**src/hw/rtl/timed_priority_rule_table_core_assert.svh**
```systemverilog
// ----------------------------------------------------------------------------
// timed_priority_rule_table_core_assert
// Assertion macros used by the rule table core.
// ----------------------------------------------------------------------------
`ifndef TIMED_PRIORITY_RULE_TABLE_CORE_ASSERT_SVH
`define TIMED_PRIORITY_RULE_TABLE_CORE_ASSERT_SVH

// Expression must never hold out of reset.
`define TPRT_ASSERT_NEVER(label, clk, rst_n, expr) \
  label: assert property (@(posedge clk) disable iff (!rst_n) !(expr)) \
    else $error("assertion failed");

// Antecedent in one cycle implies consequent in the next.
`define TPRT_ASSERT_NEXT(label, clk, rst_n, ante, cons) \
  label: assert property (@(posedge clk) disable iff (!rst_n) (ante) |=> (cons)) \
    else $error("assertion failed");

`endif

```
**src/hw/rtl/tprt_pkg.sv**
```systemverilog
// ----------------------------------------------------------------------------
// tprt_pkg
// Types and codes of the timed priority rule table.
// ----------------------------------------------------------------------------
package tprt_pkg;

  localparam int TIME_W = 64;

  typedef enum logic [2:0] {
    OP_APPEND    = 3'd0,
    OP_DELETE    = 3'd1,
    OP_CLR_TF    = 3'd2,
    OP_CLR_TYPE  = 3'd3,
    OP_CLR_ALL   = 3'd4,
    OP_LOOKUP    = 3'd5
  } op_e;

  localparam logic [1:0] STATUS_OK      = 2'd0;
  localparam logic [1:0] STATUS_FULL    = 2'd1;
  localparam logic [1:0] STATUS_NODEL   = 2'd2;
  localparam logic [1:0] STATUS_NOMATCH = 2'd3;

  localparam logic [1:0] LEVEL_DEFAULT  = 2'd2;
  localparam logic [1:0] LEVEL_NONE     = 2'd0;

  typedef struct packed {
    logic [1:0] rtype;
    logic [7:0] feature;
    logic [1:0] level;
    logic       ovr;
  } key_t;

  typedef struct packed {
    key_t              key;
    logic [TIME_W-1:0] start;
  } rule_t;

  typedef struct packed {
    op_e               op;
    key_t              key;
    logic [TIME_W-1:0] start;
    logic [TIME_W-1:0] qtime;
  } query_t;

  typedef struct packed {
    logic clear;
    logic step;
  } judge_ctrl_t;

  typedef struct packed {
    logic       drop;
    logic       found;
    logic       dropped_any;
    logic [1:0] level;
  } judge_res_t;

endpackage

```
**src/hw/rtl/tprt_cell.sv**
```systemverilog
// ----------------------------------------------------------------------------
// tprt_cell
// One rule slot; loads a word or takes the word of its upper neighbor.
// ----------------------------------------------------------------------------
module tprt_cell (
  input  logic           clk_i,
  input  logic           shift_i,
  input  logic           load_i,
  input  tprt_pkg::rule_t load_word_i,
  input  tprt_pkg::rule_t next_word_i,
  output tprt_pkg::rule_t word_o
);
  import tprt_pkg::*;

  rule_t word_q;

  always_ff @(posedge clk_i) begin
    if (load_i) begin
      word_q <= load_word_i;
    end else if (shift_i) begin
      word_q <= next_word_i;
    end
  end

  assign word_o = word_q;

endmodule

```
**src/hw/rtl/tprt_judge.sv**
```systemverilog
// ----------------------------------------------------------------------------
// tprt_judge
// Head evaluator: drop decision and best-match tracking over a sweep.
// ----------------------------------------------------------------------------
module tprt_judge (
  input  logic                  clk_i,
  input  logic                  rst_ni,
  input  tprt_pkg::judge_ctrl_t ctrl_i,
  input  tprt_pkg::query_t      query_i,
  input  tprt_pkg::rule_t       head_i,
  output tprt_pkg::judge_res_t  res_o
);
  import tprt_pkg::*;

  query_t            query_q;
  logic              found_q;
  logic              done_q;
  logic              dropped_q;
  logic [1:0]        best_lvl_q;
  logic [TIME_W-1:0] best_start_q;
  logic              drop;
  logic              match;
  logic              same_tf;

  always_comb begin
    same_tf = {head_i.key.rtype, head_i.key.feature} ==
              {query_q.key.rtype, query_q.key.feature};
    match   = same_tf && (head_i.start <= query_q.qtime);
    unique case (query_q.op)
      OP_DELETE:   drop = (head_i.key == query_q.key) && (head_i.start == query_q.start);
      OP_CLR_TF:   drop = same_tf;
      OP_CLR_TYPE: drop = head_i.key.rtype == query_q.key.rtype;
      default:     drop = 1'b0;
    endcase
  end

  always_ff @(posedge clk_i) begin
    if (ctrl_i.clear) begin
      query_q <= query_i;
    end
  end

  always_ff @(posedge clk_i or negedge rst_ni) begin
    if (!rst_ni) begin
      found_q   <= 1'b0;
      done_q    <= 1'b0;
      dropped_q <= 1'b0;
    end else if (ctrl_i.clear) begin
      found_q   <= 1'b0;
      done_q    <= 1'b0;
      dropped_q <= 1'b0;
    end else if (ctrl_i.step) begin
      if (drop) begin
        dropped_q <= 1'b1;
      end
      if (query_q.op == OP_LOOKUP && match && !done_q) begin
        if (head_i.key.ovr) begin
          found_q <= 1'b1;
          done_q  <= 1'b1;
        end else if (!found_q || best_start_q < head_i.start) begin
          found_q <= 1'b1;
        end
      end
    end
  end

  always_ff @(posedge clk_i) begin
    if (ctrl_i.step && query_q.op == OP_LOOKUP && match && !done_q) begin
      if (head_i.key.ovr) begin
        best_lvl_q <= head_i.key.level;
      end else if (!found_q || best_start_q < head_i.start) begin
        best_lvl_q   <= head_i.key.level;
        best_start_q <= head_i.start;
      end
    end
  end

  assign res_o.drop        = drop;
  assign res_o.found       = found_q;
  assign res_o.dropped_any = dropped_q;
  assign res_o.level       = best_lvl_q;

endmodule

```
**src/hw/rtl/timed_priority_rule_table_core.sv**
```systemverilog
// ----------------------------------------------------------------------------
// timed_priority_rule_table_core
// Ordered rule table held in a row of cells, one result word per input word.
// ----------------------------------------------------------------------------
// Append, clear all and unused opcodes set the result word in the accepting
// cycle. Delete, the two clears by key and lookup rotate the occupied cells
// once past the single head port of the evaluator, one rule per cycle: the
// accepting cycle, a step per rule and a closing cycle that writes the
// result word.
// The result word sits in an output register; a new word is taken once the
// table is idle and the output register is free or being read.
module timed_priority_rule_table_core #(
  parameter int TABLE_DEPTH = 16
) (
  input  logic        clk_i,
  input  logic        rst_ni,
  input  logic        in_valid_i,
  output logic        in_stall_o,
  input  logic [2:0]  opcode_i,
  input  logic [1:0]  rule_type_i,
  input  logic [7:0]  feature_id_i,
  input  logic [63:0] from_time_i,
  input  logic [1:0]  rule_level_i,
  input  logic        override_flag_i,
  input  logic [63:0] query_time_i,
  output logic        out_valid_o,
  input  logic        out_stall_i,
  output logic [1:0]  level_out_o,
  output logic [1:0]  status_o,
  output logic [4:0]  entry_count_o
);
  import tprt_pkg::*;

  `include "timed_priority_rule_table_core_assert.svh"

  localparam int CW = $clog2(TABLE_DEPTH + 1);
  localparam logic [CW-1:0] DEPTH_C = CW'(TABLE_DEPTH);

  localparam logic ST_IDLE = 1'b0;
  localparam logic ST_SCAN = 1'b1;

  logic          state_q, state_d;
  logic [CW-1:0] count_q, count_d;
  logic [CW-1:0] len_q, len_d;
  logic [CW-1:0] rem_q, rem_d;
  logic          out_valid_q, out_valid_d;
  logic [1:0]    level_q, level_d;
  logic [1:0]    status_q, status_d;
  logic [CW-1:0] res_count_q, res_count_d;

  logic          accept;
  logic          scan_step;
  logic          finish;
  op_e           op;
  op_e           op_q;
  key_t          in_key;
  rule_t         in_word;
  rule_t         head;
  rule_t         load_word;
  logic [CW-1:0] load_idx;
  logic          load_en;
  query_t        query;
  judge_ctrl_t   jctrl;
  judge_res_t    jres;
  rule_t         cell_word [TABLE_DEPTH];

  assign op        = op_e'(opcode_i);
  assign in_stall_o = (state_q != ST_IDLE) || (out_valid_q && out_stall_i);
  assign accept    = in_valid_i && !in_stall_o;
  assign scan_step = (state_q == ST_SCAN) && (rem_q != '0);
  assign finish    = (state_q == ST_SCAN) && (rem_q == '0);
  assign head      = cell_word[0];

  assign in_key.rtype   = rule_type_i;
  assign in_key.feature = feature_id_i;
  assign in_key.level   = rule_level_i;
  assign in_key.ovr     = override_flag_i;
  assign in_word.key    = in_key;
  assign in_word.start  = from_time_i;

  assign query.op    = op;
  assign query.key   = in_key;
  assign query.start = from_time_i;
  assign query.qtime = query_time_i;

  assign jctrl.clear = accept;
  assign jctrl.step  = scan_step;

  always_comb begin
    load_en   = 1'b0;
    load_idx  = count_q;
    load_word = in_word;
    if (accept && op == OP_APPEND && count_q != DEPTH_C) begin
      load_en = 1'b1;
    end else if (scan_step && !jres.drop) begin
      load_en   = 1'b1;
      load_idx  = len_q - CW'(1);
      load_word = head;
    end
  end

  for (genvar i = 0; i < TABLE_DEPTH; i++) begin : g_cell
    rule_t next_word;
    if (i == TABLE_DEPTH - 1) begin : g_last
      assign next_word = cell_word[i];
    end else begin : g_mid
      assign next_word = cell_word[i + 1];
    end
    tprt_cell u_cell (
      .clk_i       (clk_i),
      .shift_i     (scan_step),
      .load_i      (load_en && (load_idx == CW'(i))),
      .load_word_i (load_word),
      .next_word_i (next_word),
      .word_o      (cell_word[i])
    );
  end

  tprt_judge u_judge (
    .clk_i   (clk_i),
    .rst_ni  (rst_ni),
    .ctrl_i  (jctrl),
    .query_i (query),
    .head_i  (head),
    .res_o   (jres)
  );

  always_comb begin
    state_d     = state_q;
    count_d     = count_q;
    len_d       = len_q;
    rem_d       = rem_q;
    out_valid_d = out_valid_q && out_stall_i;
    level_d     = level_q;
    status_d    = status_q;
    res_count_d = res_count_q;
    if (accept) begin
      level_d  = LEVEL_NONE;
      status_d = STATUS_OK;
      unique case (op)
        OP_APPEND: begin
          out_valid_d = 1'b1;
          if (count_q == DEPTH_C) begin
            status_d = STATUS_FULL;
          end else begin
            count_d = count_q + CW'(1);
          end
          res_count_d = (count_q == DEPTH_C) ? count_q : count_q + CW'(1);
        end
        OP_CLR_ALL: begin
          out_valid_d = 1'b1;
          count_d     = '0;
          res_count_d = '0;
        end
        OP_DELETE, OP_CLR_TF, OP_CLR_TYPE, OP_LOOKUP: begin
          state_d = ST_SCAN;
          len_d   = count_q;
          rem_d   = count_q;
        end
        default: begin
          out_valid_d = 1'b1;
          res_count_d = count_q;
        end
      endcase
    end else if (scan_step) begin
      rem_d = rem_q - CW'(1);
      if (jres.drop) begin
        len_d = len_q - CW'(1);
      end
    end else if (finish) begin
      state_d     = ST_IDLE;
      count_d     = len_q;
      out_valid_d = 1'b1;
      res_count_d = len_q;
      level_d     = LEVEL_NONE;
      status_d    = STATUS_OK;
      if (op_q == OP_LOOKUP) begin
        level_d = jres.found ? jres.level : LEVEL_DEFAULT;
        if (!jres.found) begin
          status_d = STATUS_NOMATCH;
        end
      end else if (op_q == OP_DELETE && !jres.dropped_any) begin
        status_d = STATUS_NODEL;
      end
    end
  end

  always_ff @(posedge clk_i or negedge rst_ni) begin
    if (!rst_ni) begin
      state_q     <= ST_IDLE;
      count_q     <= '0;
      len_q       <= '0;
      rem_q       <= '0;
      out_valid_q <= 1'b0;
    end else begin
      state_q     <= state_d;
      count_q     <= count_d;
      len_q       <= len_d;
      rem_q       <= rem_d;
      out_valid_q <= out_valid_d;
    end
  end

  always_ff @(posedge clk_i) begin
    level_q     <= level_d;
    status_q    <= status_d;
    res_count_q <= res_count_d;
    if (accept) begin
      op_q <= op;
    end
  end

  assign out_valid_o   = out_valid_q;
  assign level_out_o   = level_q;
  assign status_o      = status_q;
  assign entry_count_o = 5'(res_count_q);

  `TPRT_ASSERT_NEVER(a_count_le_depth, clk_i, rst_ni, count_q > DEPTH_C)
  `TPRT_ASSERT_NEVER(a_rem_le_len, clk_i, rst_ni, (state_q == ST_SCAN) && (rem_q > len_q))
  `TPRT_ASSERT_NEXT(a_finish_result, clk_i, rst_ni, finish, out_valid_q && (state_q == ST_IDLE))

endmodule
```
**config.mk**
```make
export PLATFORM = sky130hd
export DESIGN_NAME = timed_priority_rule_table_core
export DESIGN_NICKNAME = d
export VERILOG_FILES = /design/src/hw/rtl/tprt_pkg.sv /design/src/hw/rtl/tprt_cell.sv /design/src/hw/rtl/tprt_judge.sv /design/src/hw/rtl/timed_priority_rule_table_core.sv
export VERILOG_INCLUDE_DIRS = /design/src /design/src/hw/rtl
export SDC_FILE = /design/constraint.sdc
export NUM_CORES = 2
export LEC_CHECK = 0
export BUFFER_PORTS_ARGS = -buffer_cell sky130_fd_sc_hd__buf_2
export CORE_ASPECT_RATIO = 2
export CORE_UTILIZATION = 46
export CTS_BUF_LIST = sky130_fd_sc_hd__clkbuf_2
export CTS_CLUSTER_SIZE = 25
export DETAILED_ROUTE_END_ITERATION = 16
export PLACE_DENSITY = 0.68
export SYNTH_ARGS = -nofsm -noshare
export SYNTH_HDL_FRONTEND = slang
export SYNTH_SLANG_ARGS = --single-unit
```
**constraint.sdc**
```tcl
create_clock -name clk_i -period 10.7 [get_ports clk_i]
set_input_delay 2.14 -clock clk_i [delete_from_list [all_inputs] [get_ports clk_i]]
set_output_delay 2.14 -clock clk_i [all_outputs]
set_load 0.05 [all_outputs]
```
==> flow_metrics.tcl <==
set metrics [dict create \
    startpoint_type "register" \
    synthDistinctLibCells 70 \
    cellPowerDensity_nw_per_um2 309 \
    place_congestion 0.949 \
    cp_slowest_cell "buf_4" \
    start_util_pct 46.4 \
    cp_common_cell "buf_4" \
    synth.ff_latch_count 1471 \
    dieHeight_um 537 \
    finalSetupTns_ps 0 \
    numCtsBuffers 310 \
    cp-end-kind "register" \
    fillCellCount 11900 \
    grt_pass1_wl_um 189000 \
    fin_crit_sh_pct 52.8 \
    clk_pin_slew_ps 110 \
    period_needed_ps 5650 \
    cts_num_sinks 1471 \
    track_usage_pct 16.5 \
    ant_nets 0 \
    fin_ws_ps 5050 \
    crit_fanout 69 \
    slowest_delay_ps 790 \
    status "finished, violations left" \
    root_buffer "clkbuf_2" \
    die_x_um 269 \
    drt-total-wl_um 118000 \
    synth_fp_nets 3988 \
    core_sq_um 142000 \
    numPortBuffers 158 \
    r2r_setup_slack_ps 5050 \
    post-cts-setup-buffers 0 \
    p_leak_nw 25.2 \
    drive_gt1_share_pct 44.0 \
    r2r-start "g_cell[0].u_cell.word_o[21]" \
    worst_pin_slew_ps 1630 \
    yosys_most_used_dff "edfxtp_1" \
    vias_per_cell 5.22 \
    hold_end "g_cell[1].u_cell.word_o[58]" \
    first_pass_iters 5 \
    synthCells 3709 \
    r2r_end "g_cell[9].u_cell.word_o[36]" \
    worstPathArrival_ps 6670 \
    cts_tree "built" \
    synth_edf_count 1449 \
    yosysTopAreaCell "edfxtp_1" \
    hold_class "register to register" \
    io_pins 159 \
    die_area_sq_um 144000 \
    hpwlAfterDp_um 83800 \
    fmax_mhz 177 \
    holdCritStartpoint "g_cell[2].u_cell.word_o[58]" \
    setup_viol 0 \
    maxSlewHeadroom_pct -9.71 \
    grt_start_max_net_pins 72 \
    maxSlewViolCount 2 \
    whs_path_depth 1 \
    clk_latency_ps 1350 \
    async_reset_ff_share_pct 1.36 \
    grt_overflow_total 0 \
    post-route-util_pct 49.6 \
    synth_top_area_share_pct 66.2 \
    drc_errors 0 \
    dr.first_iter.drc_count 1469 \
    cp_top_family "simple AND/OR/NAND/NOR gates" \
    cts_resized 0 \
    final_nets 4289 \
    path_class "register to register" \
    grt_pass1_vias 33900 \
    vdd_drop_max_mv 0.162 \
    synth_area_leaders "edfxtp_1 66%, mux2_2 17%, ha_1 2.5%" \
    syn-cell-area_sq_um 65700 \
    vias 31700 \
    ctsLongestPathBuffers 4 \
    cts_hold_buf 0 \
    syn2layout_area_growth_pct 6.92 \
    wl_per_cell_um 19.5 \
    cp.required_ps 11720 \
    yosysSeqAreaShare_pct 67.0 \
    violations "max-capacitance violations, max-slew violations" \
    core.rowCount 195 \
    antenna_found_initial 6 \
    final_hold_viol_count 0 \
    path_buf_inv 2 \
    ff2ff_path_depth 10 \
    cap_violations 1 \
    pre_cts_ws_ps 4540 \
    h-tree-depth 5 \
    rsz0062_at_grt "false" \
    finClkSkew_ps 100 \
    syn_avg_cell_area_sq_um 17.7 \
    worstPathCellList "xnor2_1, o221ai_1, or4_1, nor4_2, buf_4, and3_1, o21ai_4, a211oi_4, buf_4, mux2_2" \
    yosysWarningCount 0 \
]
-- kinds of logic (layout without fill, tap and decap cells) --
| family | Yosys count | after routing | share of synthesized area, % |
|---|---|---|---|
| other | 0 | 5 | 0 |
| flip-flops | 1471 | 1471 | 67.0 |
| AND/OR/NAND/NOR | 216 | 216 | 1.81 |
| AO/OA/AOI/OAI | 198 | 198 | 2.33 |
| XOR/XNOR | 80 | 80 | 1.07 |
| adder cells (fa/ha/maj) | 131 | 131 | 2.49 |
| multiplexers | 1238 | 1238 | 21.8 |
| buffers and inverters | 375 | 858 | 3.44 |
-- worst register-to-register path: stages (launching register included) --
cell and delay [ps]:
edfxtp_1 500, xnor2_1 650, o221ai_1 280, or4_1 590, nor4_2 180, buf_4 260, and3_1 650, o21ai_4 240
a211oi_4 670, buf_4 790, mux2_2 550
-- cells in the final DEF (no fill, tap or decap), types with 7 or more instances in the layout --
| master | Yosys | routed |
|---|---|---|
| clkbuf_2 | 0 | 431 |
| clkinv_1 | 0 | 39 |
| buf_4 | 37 | 58 |
| buf_2 | 92 | 158 |
| and3_1 | 7 | 7 |
| a211oi_4 | 11 | 17 |
| mux2_1 | 114 | 114 |
| nor2b_1 | 8 | 8 |
| xor2_1 | 55 | 55 |
| edfxtp_1 | 1449 | 1449 |
| ha_1 | 131 | 131 |
| nor3_1 | 12 | 12 |
| o211ai_1 | 9 | 9 |
| o21ai_0 | 28 | 27 |
| nand4_1 | 36 | 36 |
| nor2_1 | 42 | 42 |
| dfrtp_1 | 20 | 20 |
| inv_1 | 148 | 147 |
| inv_2 | 0 | 9 |
| a21oi_1 | 49 | 49 |
| a31oi_1 | 9 | 9 |
| nand3_1 | 14 | 14 |
| nand2_1 | 33 | 33 |
| nor4_1 | 16 | 16 |
| xnor2_1 | 25 | 25 |
| or4_1 | 9 | 9 |
| a21o_1 | 36 | 36 |
| mux2_2 | 1016 | 1016 |
| mux2_4 | 106 | 106 |
| clkinv_2 | 0 | 7 |
| or2_4 | 0 | 15 |
-- state kept, by name (all words and copies together) (netlist names), 5 cells and up --
signal and flops:
u_judge.best_start_q 64, u_judge.query_q 144, rem_q 5, g_cell.u_cell.word_o 1232
count_q 5, len_q 5, entry_count_o 5
-- worst max-delay path by stage --
stage | from | end | slack, ps | cells after the start
CTS | g_cell[0].u_cell.word_o[21] | g_cell[13].u_cell.word_o[16] | 5100 | 11
detailed placement | opcode_i[0] | g_cell[7].u_cell.word_o[41] | 4540 | 8
finish | g_cell[0].u_cell.word_o[21] | g_cell[9].u_cell.word_o[36] | 5050 | 10
global route | g_cell[0].u_cell.word_o[21] | g_cell[13].u_cell.word_o[42] | 5020 | 11
floorplan | opcode_i[0] | g_cell[15].u_cell.word_o[0] | 940 | 7
global placement | opcode_i[0] | g_cell[7].u_cell.word_o[41] | 4640 | 8
-- power breakdown --
group          switching, W  internal, W
Sequential         0.000877       0.0105
Combinational       0.00407      0.00304
Clock               0.00204      0.00121
Total               0.00698       0.0147
-- metal layers --
| layer | vias to the layer above | routed length (um) | track usage [%] |
|---|---|---|---|
| met1 | 15800 | 43900 | 17.3 |
| met4 | 0 | 7590 | 11.3 |
| met5 | - | 0 | 0 |
| met2 | 645 | 62900 | 30.1 |
| met3 | 273 | 3990 | 2.65 |
| li1 | 15000 | - | - |
-- synthesized netlist by cell type, types with 12 or more instances --
cell type,instances
edfxtp_1,1449
mux2_2,1016
inv_1,148
ha_1,131
mux2_1,114
mux2_4,106
buf_2,92
buf_6,68
xor2_1,55
a21oi_1,49
nor2_1,42
buf_4,37
a21o_1,36
nand4_1,36
nand2_1,33
o21ai_0,28
xnor2_1,25
clkbuf_1,21
dfrtp_1,20
or2_2,19
nor4_1,16
nand3_1,14
nor3_1,12
-- layout make-up --
| class | count | area, sq um | share of cell area [%] |
|---|---|---|---|
| multi-input cells | 1863 | 19500 | 27.8 |
| repair buffers | 216 | 1230 | 1.75 |
| inverters | 148 | 561 | 0.798 |
| flip-flops and latches | 1471 | 44100 | 62.7 |
| diodes | 5 | 12.5 | 0.0178 |
| clock buffers | 431 | 2160 | 3.07 |
| well taps | 1871 | 2340 | 3.33 |
| clock inverters | 63 | 412 | 0.586 |
-- stage by stage --
stage / hold slack (ps) / instance area [sq um] / power [W] / std cells
2_1_floorplan: 458 / 65700 / 0.0169 / 3709
3_3_place_gp: 476 / 67700 / 0.0183 / 5569
3_5_place_dp: 480 / 67700 / 0.0187 / 5569
4_1_cts: 467 / 70200 / 0.0220 / 6063
5_1_grt: 497 / 70300 / 0.0231 / 6066
6_report: 461 / 70300 / 0.0217 / 6068
(Power assumes the default switching activity.)
